<file path="config.mk">
export PLATFORM = sky130hd
export DESIGN_NAME = periodic_task_ready_table_core_flat
export DESIGN_NICKNAME = d
export VERILOG_FILES = /design/src/ptrt_pkg.sv /design/src/ptrt_req_if.sv /design/src/ptrt_rsp_if.sv /design/src/periodic_task_ready_table_core.sv /design/src/ptrt_alu.sv /design/src/flat_wrapper.sv
export SDC_FILE = /design/constraint.sdc
export NUM_CORES = 1
export LEC_CHECK = 0
export BUFFER_PORTS_ARGS = -buffer_cell sky130_fd_sc_hd__buf_2
export CAP_MARGIN = 25
export CELL_PAD_IN_SITES_DETAIL_PLACEMENT = 1
export CELL_PAD_IN_SITES_GLOBAL_PLACEMENT = 1
export CORE_MARGIN = 10
export CORE_UTILIZATION = 30
export DETAILED_ROUTE_END_ITERATION = 16
export PLACE_DENSITY = 0.49
export SETUP_SLACK_MARGIN = 0.4
export SLEW_MARGIN = 10
export SYNTH_ARGS = -nofsm -noshare
export SYNTH_HDL_FRONTEND = slang
export SYNTH_SLANG_ARGS = --single-unit
</file>
<file path="constraint.sdc">
create_clock -name clk -period 7.1 [get_ports clk]
set_input_delay 0.71 -clock clk [delete_from_list [all_inputs] [get_ports clk]]
set_output_delay 0.71 -clock clk [all_outputs]
set_load 0.05 [all_outputs]
</file>
<file path="src/ptrt_pkg.sv">
// Shared types and constants of the periodic task ready table.
// Used by the command channel interface, the shared add/compare unit and the top level.
// No dependencies.
package ptrt_pkg;

  localparam int TASK_COUNT = 8;
  localparam int IDX_W      = (TASK_COUNT > 1) ? $clog2(TASK_COUNT) : 1;

  localparam int CMD_W  = 3;
  localparam int TIDX_W = 8;
  localparam int STEP_W = 16;
  localparam int EV_W   = 8;
  localparam int TIME_W = 32;

  localparam logic [EV_W-1:0] EV_NONE = 8'h00;

  typedef enum logic [CMD_W-1:0] {
    CMD_ADD       = 3'd0,
    CMD_START     = 3'd1,
    CMD_CHECK     = 3'd2,
    CMD_SET       = 3'd3,
    CMD_CLEAR     = 3'd4,
    CMD_CLEAR_ALL = 3'd5
  } cmd_t;

  typedef enum logic [1:0] {
    S_IDLE,
    S_EXEC,
    S_WALK,
    S_POST
  } state_t;

  // operands of the shared add/compare unit
  typedef struct packed {
    logic [TIME_W-1:0] base;
    logic [STEP_W-1:0] step;
    logic [TIME_W-1:0] now;
  } alu_in_t;

  // results of the shared add/compare unit
  typedef struct packed {
    logic [TIME_W-1:0] sum;
    logic              due;
  } alu_out_t;

endpackage

</file>
<file path="src/ptrt_req_if.sv">
// Command channel of the periodic task ready table: valid/ready plus payload.
// Depends on ptrt_pkg.
interface ptrt_req_if;
  logic                          valid;
  logic                          ready;
  logic [ptrt_pkg::CMD_W-1:0]    cmd;
  logic [ptrt_pkg::TIDX_W-1:0]   task_index;
  logic                          periodic;
  logic [ptrt_pkg::STEP_W-1:0]   period_step;
  logic [ptrt_pkg::EV_W-1:0]     required_events;
  logic [ptrt_pkg::EV_W-1:0]     event_bits;
  logic [ptrt_pkg::TIME_W-1:0]   now_time;

  modport source (
    output valid, cmd, task_index, periodic, period_step, required_events, event_bits,
           now_time,
    input  ready
  );
  modport sink (
    input  valid, cmd, task_index, periodic, period_step, required_events, event_bits,
           now_time,
    output ready
  );
endinterface

</file>
<file path="src/ptrt_rsp_if.sv">
// Result channel of the periodic task ready table: valid/ready plus payload.
// No dependencies.
interface ptrt_rsp_if;
  logic valid;
  logic ready;
  logic ok;
  logic bad_index;

  modport source (output valid, ok, bad_index, input ready);
  modport sink   (input valid, ok, bad_index, output ready);
endinterface

</file>
<file path="src/periodic_task_ready_table_core.sv">
// Top level of the periodic task ready table: entry storage, sequencer, result register.
// Depends on ptrt_pkg, ptrt_req_if, ptrt_rsp_if and ptrt_alu.
//
//   channel  | dir | interface   | payload
//   ---------+-----+-------------+------------------------------------------------
//   req      | in  | ptrt_req_if | cmd, task_index, periodic, period_step,
//            |     |             | required_events, event_bits, now_time
//   rsp      | out | ptrt_rsp_if | ok, bad_index
//
// Sequence: add, check, set, clear, clear all and unused codes pass from accept through
//   the EXEC state, where the read-modify-write goes through the shared adder, to the
//   output register. Start walks the table in the WALK state, the shared adder updating
//   one entry per cycle, then the POST state posts the result.
// Reset: rst clears the sequencer, the result valid flag and every table entry at once.
// Stalls: the next command beat is taken while a result beat still waits in the
//   output register; a single-entry table update and the new result wait until that slot frees.
module periodic_task_ready_table_core (
  input  logic        clk,
  input  logic        rst,
  ptrt_req_if.sink    req,
  ptrt_rsp_if.source  rsp
);

  localparam logic [ptrt_pkg::IDX_W-1:0] LAST_SLOT = ptrt_pkg::IDX_W'(ptrt_pkg::TASK_COUNT - 1);
  localparam logic [ptrt_pkg::TIDX_W:0]  COUNT_LIM = (ptrt_pkg::TIDX_W+1)'(ptrt_pkg::TASK_COUNT);

  ptrt_pkg::state_t state, state_next;

  // captured command beat
  logic [ptrt_pkg::CMD_W-1:0]  cmd_q;
  logic [ptrt_pkg::TIDX_W-1:0] idx_q;
  logic                        per_q;
  logic [ptrt_pkg::STEP_W-1:0] step_q;
  logic [ptrt_pkg::EV_W-1:0]   need_q;
  logic [ptrt_pkg::EV_W-1:0]   ev_q;
  logic [ptrt_pkg::TIME_W-1:0] now_q;

  // task table
  logic                        is_periodic    [ptrt_pkg::TASK_COUNT];
  logic [ptrt_pkg::STEP_W-1:0] step_length    [ptrt_pkg::TASK_COUNT];
  logic [ptrt_pkg::EV_W-1:0]   pending_events [ptrt_pkg::TASK_COUNT];
  logic [ptrt_pkg::EV_W-1:0]   needed_events  [ptrt_pkg::TASK_COUNT];
  logic [ptrt_pkg::TIME_W-1:0] next_deadline  [ptrt_pkg::TASK_COUNT];

  logic [ptrt_pkg::IDX_W-1:0]  walk_cnt;
  logic [ptrt_pkg::IDX_W-1:0]  slot;

  logic rsp_valid, rsp_ok, rsp_bad;

  logic accept, slot_free, post, in_range, addressed, ready_now, ok_calc, bad_calc;

  ptrt_pkg::alu_in_t  alu_opnd;
  ptrt_pkg::alu_out_t alu_res;

  assign accept    = req.valid && req.ready;
  assign slot_free = !rsp_valid || rsp.ready;
  assign slot      = idx_q[ptrt_pkg::IDX_W-1:0];
  assign in_range  = ({1'b0, idx_q} < COUNT_LIM);

  // ---------------------------------------------------------------- next state
  always_comb begin
    state_next = state;
    case (state)
      ptrt_pkg::S_IDLE: begin
        if (req.valid) begin
          state_next = (req.cmd == ptrt_pkg::CMD_START) ? ptrt_pkg::S_WALK : ptrt_pkg::S_EXEC;
        end
      end
      ptrt_pkg::S_EXEC: begin
        if (slot_free) state_next = ptrt_pkg::S_IDLE;
      end
      ptrt_pkg::S_WALK: begin
        if (walk_cnt == LAST_SLOT) state_next = ptrt_pkg::S_POST;
      end
      ptrt_pkg::S_POST: begin
        if (slot_free) state_next = ptrt_pkg::S_IDLE;
      end
      default: state_next = ptrt_pkg::S_IDLE;
    endcase
  end

  // ---------------------------------------------------------------- outputs
  always_comb begin
    req.ready = 1'b0;
    post      = 1'b0;
    case (state)
      ptrt_pkg::S_IDLE: req.ready = 1'b1;
      ptrt_pkg::S_EXEC: post      = slot_free;
      ptrt_pkg::S_POST: post      = slot_free;
      default: begin
        req.ready = 1'b0;
        post      = 1'b0;
      end
    endcase
  end

  // Steer the shared adder: the start walk adds each step to now; every other
  // command adds the addressed step to that entry's deadline.
  always_comb begin
    if (state == ptrt_pkg::S_WALK) begin
      alu_opnd.base = now_q;
      alu_opnd.step = step_length[walk_cnt];
    end else begin
      alu_opnd.base = next_deadline[slot];
      alu_opnd.step = step_length[slot];
    end
    alu_opnd.now = now_q;
  end

  ptrt_alu u_alu (
    .opnd (alu_opnd),
    .res  (alu_res)
  );

  // Ready: events match exactly, and a periodic task must also be due.
  assign ready_now = (pending_events[slot] == needed_events[slot]) &&
                     (!is_periodic[slot] || alu_res.due);

  // Result of a single-entry command; start and unused codes report nothing.
  always_comb begin
    addressed = 1'b0;
    case (cmd_q) inside
      ptrt_pkg::CMD_ADD, ptrt_pkg::CMD_CHECK, ptrt_pkg::CMD_SET,
      ptrt_pkg::CMD_CLEAR, ptrt_pkg::CMD_CLEAR_ALL: addressed = 1'b1;
      default: addressed = 1'b0;
    endcase
    bad_calc = addressed && !in_range;
    ok_calc  = 1'b0;
    if (in_range) begin
      case (cmd_q)
        ptrt_pkg::CMD_ADD:   ok_calc = 1'b1;
        ptrt_pkg::CMD_CHECK: ok_calc = ready_now;
        default:             ok_calc = 1'b0;
      endcase
    end
  end

  // ---------------------------------------------------------------- registers
  always_ff @(posedge clk) begin
    if (rst) begin
      state    <= ptrt_pkg::S_IDLE;
      walk_cnt <= '0;
    end else begin
      state <= state_next;
      if (accept) begin
        walk_cnt <= '0;
      end else if (state == ptrt_pkg::S_WALK && walk_cnt != LAST_SLOT) begin
        walk_cnt <= walk_cnt + 1'b1;
      end
    end
  end

  // hold the command beat for the whole operation
  always_ff @(posedge clk) begin
    if (accept) begin
      cmd_q  <= req.cmd;
      idx_q  <= req.task_index;
      per_q  <= req.periodic;
      step_q <= req.period_step;
      need_q <= req.required_events;
      ev_q   <= req.event_bits;
      now_q  <= req.now_time;
    end
  end

  // table update: start walk one entry per cycle, other commands at post time
  always_ff @(posedge clk) begin
    if (rst) begin
      for (int i = 0; i < ptrt_pkg::TASK_COUNT; i++) begin
        is_periodic[i]    <= 1'b0;
        step_length[i]    <= '0;
        pending_events[i] <= '0;
        needed_events[i]  <= '0;
        next_deadline[i]  <= '0;
      end
    end else if (state == ptrt_pkg::S_WALK) begin
      next_deadline[walk_cnt] <= alu_res.sum;
    end else if (state == ptrt_pkg::S_EXEC && post && in_range) begin
      case (cmd_q)
        ptrt_pkg::CMD_ADD: begin
          is_periodic[slot]    <= per_q;
          step_length[slot]    <= step_q;
          pending_events[slot] <= ev_q;
          needed_events[slot]  <= need_q;
        end
        ptrt_pkg::CMD_CHECK: begin
          if (ready_now && is_periodic[slot]) next_deadline[slot] <= alu_res.sum;
        end
        ptrt_pkg::CMD_SET: begin
          if (needed_events[slot] != ptrt_pkg::EV_NONE) begin
            pending_events[slot] <= pending_events[slot] | ev_q;
          end
        end
        ptrt_pkg::CMD_CLEAR: begin
          if (needed_events[slot] != ptrt_pkg::EV_NONE) begin
            pending_events[slot] <= pending_events[slot] & ~ev_q;
          end
        end
        ptrt_pkg::CMD_CLEAR_ALL: pending_events[slot] <= ptrt_pkg::EV_NONE;
        default: ;
      endcase
    end
  end

  // output register: one result beat per command
  always_ff @(posedge clk) begin
    if (rst) begin
      rsp_valid <= 1'b0;
    end else if (post) begin
      rsp_valid <= 1'b1;
    end else if (rsp.ready) begin
      rsp_valid <= 1'b0;
    end
  end

  always_ff @(posedge clk) begin
    if (post) begin
      rsp_ok  <= (state == ptrt_pkg::S_EXEC) ? ok_calc  : 1'b0;
      rsp_bad <= (state == ptrt_pkg::S_EXEC) ? bad_calc : 1'b0;
    end
  end

  assign rsp.valid     = rsp_valid;
  assign rsp.ok        = rsp_ok;
  assign rsp.bad_index = rsp_bad;

  // ---------------------------------------------------------------- assertions
  a_accept_leaves_idle: assert property (@(posedge clk) disable iff (rst)
    accept |=> (state != ptrt_pkg::S_IDLE))
    else $error("sequencer stayed idle after a command beat");

  a_walk_advances: assert property (@(posedge clk) disable iff (rst)
    (state == ptrt_pkg::S_WALK) && $past(state == ptrt_pkg::S_WALK) && !$past(rst)
    |-> (walk_cnt == $past(walk_cnt) + 1'b1))
    else $error("start walk skipped or repeated an entry");

  a_post_fills_slot: assert property (@(posedge clk) disable iff (rst)
    post |=> rsp_valid)
    else $error("posted result did not reach the output register");

  a_ok_excludes_bad: assert property (@(posedge clk) disable iff (rst)
    rsp_valid |-> !(rsp_ok && rsp_bad))
    else $error("result reports success on a rejected index");

  a_post_only_when_free: assert property (@(posedge clk) disable iff (rst)
    post |-> slot_free)
    else $error("result overwrote a waiting beat");

endmodule

</file>
<file path="src/ptrt_alu.sv">
// Shared 32-bit add/compare unit: base + step, and now >= base.
// Depends on ptrt_pkg.
module ptrt_alu (
  input  ptrt_pkg::alu_in_t  opnd,
  output ptrt_pkg::alu_out_t res
);

  assign res.sum = opnd.base + {{(ptrt_pkg::TIME_W-ptrt_pkg::STEP_W){1'b0}}, opnd.step};
  assign res.due = (opnd.now >= opnd.base);

endmodule

</file>
<file path="src/flat_wrapper.sv">
// flat-port wrapper written by rule: the top's interface ports become plain ports
module periodic_task_ready_table_core_flat 
  (clk, rst, req_valid, req_cmd, req_task_index, req_periodic, req_period_step, req_required_events, req_event_bits, req_now_time, req_ready, rsp_valid, rsp_ok, rsp_bad_index, rsp_ready);
  ptrt_req_if req_i ();
  ptrt_rsp_if rsp_i ();
  input  logic clk;
  input  logic rst;
  input wire logic [$bits(req_i.valid)-1:0] req_valid;
  input wire logic [$bits(req_i.cmd)-1:0] req_cmd;
  input wire logic [$bits(req_i.task_index)-1:0] req_task_index;
  input wire logic [$bits(req_i.periodic)-1:0] req_periodic;
  input wire logic [$bits(req_i.period_step)-1:0] req_period_step;
  input wire logic [$bits(req_i.required_events)-1:0] req_required_events;
  input wire logic [$bits(req_i.event_bits)-1:0] req_event_bits;
  input wire logic [$bits(req_i.now_time)-1:0] req_now_time;
  output wire logic [$bits(req_i.ready)-1:0] req_ready;
  output wire logic [$bits(rsp_i.valid)-1:0] rsp_valid;
  output wire logic [$bits(rsp_i.ok)-1:0] rsp_ok;
  output wire logic [$bits(rsp_i.bad_index)-1:0] rsp_bad_index;
  input wire logic [$bits(rsp_i.ready)-1:0] rsp_ready;
  assign req_i.valid = req_valid;
  assign req_i.cmd = req_cmd;
  assign req_i.task_index = req_task_index;
  assign req_i.periodic = req_periodic;
  assign req_i.period_step = req_period_step;
  assign req_i.required_events = req_required_events;
  assign req_i.event_bits = req_event_bits;
  assign req_i.now_time = req_now_time;
  assign req_ready = req_i.ready;
  assign rsp_valid = rsp_i.valid;
  assign rsp_ok = rsp_i.ok;
  assign rsp_bad_index = rsp_i.bad_index;
  assign rsp_i.ready = rsp_ready;
  periodic_task_ready_table_core u_core (.clk(clk), .rst(rst), .req(req_i), .rsp(rsp_i));
endmodule
</file>
Word level (Yosys, flattened, before mapping) --
Memories as Yosys holds them, arrays and structs flattened. A register that Yosys moved wholly into a read port is not among the register bits. Index checks and enable logic that the tools add are counted.
Storage, ports and cells: output and inout port bits 4, bits in registers 84, RAM bits 520, input bits 80, memories 5
Memory list:
- u_core.next_deadline | words 8, bits a word 32, read ports 1, clocked after memory_dff 1, write ports 8, RTL line periodic_task_ready_table_core.sv:43 | logic [ptrt_pkg::TIME_W-1:0] next_deadline [ptrt_pkg::TASK_COUNT];
- u_core.step_length | words 8, bits a word 16, read ports 2, clocked after memory_dff 2, write ports 8, RTL line periodic_task_ready_table_core.sv:40 | logic [ptrt_pkg::STEP_W-1:0] step_length [ptrt_pkg::TASK_COUNT];
- u_core.needed_events | words 8, bits a word 8, read ports 1, clocked after memory_dff 1, write ports 8, RTL line periodic_task_ready_table_core.sv:42 | logic [ptrt_pkg::EV_W-1:0] needed_events [ptrt_pkg::TASK_COUNT];
- u_core.pending_events | words 8, bits a word 8, read ports 1, clocked after memory_dff 1, write ports 8, RTL line periodic_task_ready_table_core.sv:41 | logic [ptrt_pkg::EV_W-1:0] pending_events [ptrt_pkg::TASK_COUNT];
- u_core.is_periodic | words 8, bits a word 1, read ports 1, clocked after memory_dff 1, write ports 8, RTL line periodic_task_ready_table_core.sv:39 | logic is_periodic [ptrt_pkg::TASK_COUNT];
Operators by class: mux-type cells 72, reduce and logical (&&, ||, !) cells 27, equality and inequality tests 14, $add $sub $neg 2, $lt $le $gt $ge 2, bitwise gates (word level) 6
Operators by type and width (count):
- $mux W32 | 2
- $reduce_or A32 Y1 | 2
- $mux W48 | 1
- $mux W1 | 44
- $mux W8 | 5
- $mux W3 | 13
- $add A32 B16 Y32 | 1
- $ge A32 B32 Y1 | 1
- $mux W16 | 1
- $reduce_or A16 Y1 | 1
- $reduce_or A8 Y1 | 2
- $eq A3 B3 Y1 const B | 3
- $and A8 B8 Y8 | 1
- $eq A8 B8 Y1 | 1
- $lt A8 B4 Y1 const B | 1
- $mux W2 | 4
- $not A8 Y8 | 1
- $or A8 B8 Y8 | 1
- $reduce_bool A8 Y1 | 1
- $logic_and A1 B1 Y1 | 7
- $eq A3 B2 Y1 const B | 2
- $pmux W2 S3 | 1
- $reduce_or A5 Y1 | 1
- $eq A2 B2 Y1 const B | 2
- 17 further kinds | 24

Longest topological paths before layout --
depth in word-level cells 14, gate-level depth with buffers 21

Hierarchy --
From an unflattened synthesis, not the netlist that was laid out.
Unflattened totals: cell total of the unflattened synthesis 2046, area total of the unflattened synthesis 30351.6 sq um
By module, submodules not included:
- periodic_task_ready_table_core | area each 28449.8 sq um, cells an instance 1788, times used 1, seq. area each 18197.5 sq um
- ptrt_alu | area each 1901.8 sq um, cells an instance 258, times used 1, seq. area each 0.0 sq um

Worst setup path after synthesis --
No wires, ideal clock.
path kind input-to-reg, start input port req_valid, end register (tool-made name), setup time 0.088 ns, arrival time 7.498 ns, stages 2, path buffers 0, setup slack -0.486 ns, cell sequence nor3b_1 mux2_2
RTL lines:
- from (decl) | RTL line flat_wrapper.sv:8 | input wire logic [$bits(req_i.valid)-1:0] req_valid;

==> flow_summary.html <==
<table>
<tr><th>Metric</th><th>Value</th></tr>
<tr><th colspan="2">CTS</th></tr>
<tr><td>Cts-stage hold buffer count</td><td>0</td></tr>
<tr><td>Number of buffers on the longest clock path</td><td>3</td></tr>
<tr><td>Root buffer cell</td><td>clkbuf_16</td></tr>
<tr><td>Number of levels the H-tree was split into</td><td>3</td></tr>
<tr><td>Buffers inserted during post-CTS setup optimization</td><td>0</td></tr>
<tr><td>Clock edge transition at the registers on the reported setup and hold paths</td><td>0.06 ns</td></tr>
<tr><td>Number of gates given a new drive strength after cts</td><td>0</td></tr>
<tr><td>TritonCTS clock tree</td><td>done</td></tr>
<tr><td>Later-pin clock latency in the skew report</td><td>0.64 ns</td></tr>
<tr><td>Number of buffers created by CTS</td><td>74</td></tr>
<tr><td>Number of clock sinks</td><td>610</td></tr>
<tr><th colspan="2">Placed design</th></tr>
<tr><td>Instance area at placement</td><td>0.0319 mm2</td></tr>
<tr><td>Buffers on Ports</td><td>83</td></tr>
<tr><td>Detailed Place HPWL</td><td>58800 um</td></tr>
<tr><td>DP Worst Slack</td><td>1.52 ns</td></tr>
<tr><td>Routability-driven placement congestion ratio</td><td>0.774</td></tr>
<tr><th colspan="2">STA</th></tr>
<tr><td>Fin worst setup slack</td><td>1.62 ns</td></tr>
<tr><td>Clock skew</td><td>0.0261 ns</td></tr>
<tr><td>Measured slew at the worst slew-check pin</td><td>1.08 ns</td></tr>
<tr><td># setup viols final</td><td>0</td></tr>
<tr><td>Number of hold-slack violations in the final timing report</td><td>0</td></tr>
<tr><td>Final Critical Period</td><td>5.48 ns</td></tr>
<tr><td>Max_slew headroom</td><td>0.283</td></tr>
<tr><td>Max Fclk</td><td>0.183 GHz</td></tr>
<tr><td>Final period util</td><td>0.772</td></tr>
<tr><td>Unrepaired setup endpoints after global routing</td><td>no</td></tr>
<tr><td>Total negative setup slack</td><td>0 ns</td></tr>
<tr><td>Total count of max-transition violations in the final report</td><td>0</td></tr>
<tr><th colspan="2">Yosys</th></tr>
<tr><td>Register area share after synthesis</td><td>0.608</td></tr>
<tr><td>Synth warn</td><td>0</td></tr>
<tr><td>Post-synth EDFFs</td><td>598</td></tr>
<tr><td>Post-synth cell types</td><td>55</td></tr>
<tr><td>Most area-hungry cell type in the Yosys netlist</td><td>edfxtp_1</td></tr>
<tr><td>Number of cells produced by synthesis</td><td>2055</td></tr>
<tr><td>Commonest register cell after synthesis</td><td>edfxtp_1</td></tr>
<tr><td>Biggest area contributors in the synthesized netlist</td><td>edfxtp_1, mux4_2, and2_1, a21oi_1, a22oi_1</td></tr>
<tr><td>Yosys top cell area share</td><td>0.600</td></tr>
<tr><td>Area of the mapped netlist</td><td>0.0299 mm2</td></tr>
<tr><td>Net count after synthesis</td><td>2186</td></tr>
<tr><td>Async set-or-reset flop fraction in the synthesized netlist</td><td>0</td></tr>
<tr><td>Synthesized area per cell</td><td>14.6 um2</td></tr>
<tr><td>Number of storage elements in the synthesis netlist</td><td>610</td></tr>
<tr><th colspan="2">Drt</th></tr>
<tr><td>Total via count in the routed design</td><td>18900</td></tr>
<tr><td>Average vias per placed instance</td><td>5.42</td></tr>
<tr><td>Detailed Routing Iterations Pass 1</td><td>5</td></tr>
<tr><td>Aggregate routed wire length</td><td>99400 um</td></tr>
<tr><td>Final antenna-violating net count</td><td>0</td></tr>
<tr><td>Detail-routed net length per standard cell</td><td>28.6 um</td></tr>
<tr><td>Number of design rule violations left after detail routing</td><td>0</td></tr>
<tr><td>Initial detailed-routing violation count</td><td>1431</td></tr>
<tr><th colspan="2">Power and ir drop</th></tr>
<tr><td>Standby leakage power</td><td>12.1 nW</td></tr>
<tr><td>Power per cell area</td><td>266 mW/mm2</td></tr>
<tr><td>Worst vdd rail ir drop</td><td>169 uV</td></tr>
<tr><th colspan="2">Worst setup path</th></tr>
<tr><td>Critical-path top delay cell</td><td>o31ai_1</td></tr>
<tr><td>Crit Path Class</td><td>reg2reg</td></tr>
<tr><td>Slowest cell delay on critical path</td><td>0.87 ns</td></tr>
<tr><td>Kind of end point of the critical path</td><td>flip-flop</td></tr>
<tr><td>Family with the most delay on the worst path</td><td>compound AO/OA/AOI/OAI gates</td></tr>
<tr><td>Kind of launch point of the worst setup path</td><td>flip-flop</td></tr>
<tr><td>Worst Path Arrival</td><td>5.78 ns</td></tr>
<tr><td>Sequence of cells on the critical path</td><td>buf_4 -&gt; mux4_2 -&gt; mux2i_1 -&gt; nor2_1 -&gt; a21oi_1 -&gt; inv_1 -&gt; ha_1 -&gt; nand3_1 -&gt; nor3b_1 -&gt; o21ai_0 -&gt; o211ai_1 -&gt; nand2_1 -&gt; o31ai_1 -&gt; a22oi_1</td></tr>
<tr><td>Highest net fanout along the worst path</td><td>33</td></tr>
<tr><td>Crit path buf inv count</td><td>2</td></tr>
<tr><td>Data required time of the critical path</td><td>7.40 ns</td></tr>
<tr><th colspan="2">Run</th></tr>
<tr><td>Max Cap Viol</td><td>0</td></tr>
<tr><th colspan="2">Layout</th></tr>
<tr><td>Fraction of layout cells with a size suffix above 1</td><td>0.200</td></tr>
<tr><td>Top library cells by usage in the layout, fill and taps aside</td><td>edfxtp_1, and2_1, a21oi_1</td></tr>
<tr><td>Fin area</td><td>0.0341 mm2</td></tr>
<tr><td>Post-synthesis to final-layout area growth</td><td>14.0%</td></tr>
<tr><td>Post-layout nets</td><td>2272</td></tr>
<tr><td>Most common library cell in the layout ignoring fill and taps</td><td>edfxtp_1</td></tr>
<tr><td>Count of fill cells added during filler insertion</td><td>10200</td></tr>
<tr><th colspan="2">Floorplanning</th></tr>
<tr><td>Chip width</td><td>336 um</td></tr>
<tr><td>Placeable Area</td><td>0.0987 mm2</td></tr>
<tr><td>Floorplan die height</td><td>336 um</td></tr>
<tr><td>Effective utilization at floorplan</td><td>0.303</td></tr>
<tr><td>Number of core rows</td><td>115</td></tr>
<tr><td>I/O pin count</td><td>84</td></tr>
<tr><td>Die area</td><td>0.113 mm2</td></tr>
<tr><th colspan="2">GRT</th></tr>
<tr><td>Vias in the first global route</td><td>20900</td></tr>
<tr><td>Number of antenna violations at the first check in global routing</td><td>0</td></tr>
<tr><td>Global-route wire length before repair</td><td>145000 um</td></tr>
<tr><td>Total GRT Usage</td><td>0.175</td></tr>
<tr><td>Pin count of the biggest net entering global routing</td><td>47</td></tr>
<tr><td>Overflow after GRT</td><td>0</td></tr>
<tr><th colspan="2">Outcome</th></tr>
<tr><td>Result of the run</td><td>finished clean</td></tr>
<tr><th colspan="2">Hold path</th></tr>
<tr><td>Worst hold-check path type</td><td>in2reg</td></tr>
<tr><td>Worst hold start</td><td>req_event_bits[2]</td></tr>
</table>
-- routing by layer --
| layer | routed length [um] | vias up | GRT usage |
|---|---|---|---|
| li1 | - | 8279 | - |
| met1 | 42300 | 9966 | 0.222 |
| met2 | 49900 | 465 | 0.306 |
| met3 | 4560 | 171 | 0.0269 |
| met4 | 2670 | 0 | 0.0526 |
| met5 | 0 | - | 0 |
-- through the flow --
| step | total power [mW] | instances | utilization | hold slack, ns |
|---|---|---|---|---|
| after floorplan | 5.12 | 2055 | - | 0.534 |
| after global placement | 5.59 | 3347 | 0.323 | 0.604 |
| after detailed placement | 5.62 | 3349 | 0.323 | 0.617 |
| after CTS | 9.17 | 3476 | 0.345 | 0.205 |
| after global routing | 9.43 | 3479 | 0.346 | 0.216 |
| final | 9.06 | 3481 | 0.346 | 0.249 |
-- registers in the layout, summed over array words and instances, names as in the netlist, named ones only --
name and flops:
u_core.step_length 128, u_core.per_q 1, u_core.step_q 16, u_core.idx_q 8
u_core.now_q 32, u_core.rsp.valid 1, u_core.need_q 8, u_core.next_deadline 256
u_core.rsp.bad_index 1, u_core.rsp.ok 1, u_core.walk_cnt 3, u_core.state 2
u_core.ev_q 8, u_core.cmd_q 3, u_core.is_periodic 8, u_core.needed_events 64
u_core.pending_events 64
-- final timing paths --
path                                                    end  slack, ns  depth (start not counted)
worst max-delay path            u_core.next_deadline[4][21]       1.62                         14
worst min-delay path                         u_core.ev_q[2]       0.25                          1
worst max register to register  u_core.next_deadline[4][21]       1.62                         14
worst min register to register           u_core.walk_cnt[2]       0.63                          2
-- power breakdown --
group | switching [mW] | internal, mW | leakage (nW)
clock network | 1.53 | 2.00 | 1.05
logic | 0.819 | 0.478 | 4.87
registers | 0.132 | 4.10 | 6.21
-- final cells by class --
cell class / instances / area (um2) / share of cell area
antenna: 2 / 5.00 / 0.000147
clock buffer: 96 / 1960 / 0.0573
clock inverter: 31 / 214 / 0.00627
inverter: 34 / 128 / 0.00374
multi-input combinational: 1274 / 11100 / 0.325
sequential: 610 / 18200 / 0.534
tap: 1287 / 1610 / 0.0472
timing repair buffer: 147 / 896 / 0.0263
-- synthesized netlist by cell type (all sizes together), types with 3 or more instances --
| master | count |
|---|---|
| a221o | 4 |
| a221oi | 4 |
| buf | 56 |
| or2 | 8 |
| a21o | 23 |
| and3 | 8 |
| nand3b | 11 |
| nor4 | 21 |
| and2 | 201 |
| nand3 | 14 |
| a211oi | 36 |
| a31oi | 6 |
| clkbuf | 81 |
| o21a | 3 |
| xor2 | 44 |
| nand2 | 38 |
| nor2b | 21 |
| nor2 | 118 |
| or3 | 3 |
| a22oi | 112 |
| xnor2 | 14 |
| nand4 | 19 |
| edfxtp | 598 |
| a21oi | 181 |
| o31ai | 6 |
| mux2i | 54 |
| a211o | 3 |
| o21ai | 20 |
| or4 | 7 |
| a21boi | 12 |
| o211ai | 5 |
| a31o | 5 |
| dfxtp | 12 |
| nor3 | 21 |
| ha | 50 |
| nor3b | 8 |
| mux4 | 162 |
| nand2b | 9 |
| mux2 | 11 |
| inv | 34 |
-- kinds of logic after synthesis --
group                      Yosys count  share of synthesized area
xor gates and xnor gates            58                     0.0170
buffers and inverters              171                     0.0236
and+or+nand+nor                    511                     0.0943
DFF                                610                      0.608
muxes                              227                      0.144
adders and majority gates           51                     0.0216
AOI/OAI and AO/OA                  427                     0.0913
Note: power is estimated with default switching activity, not from simulation.
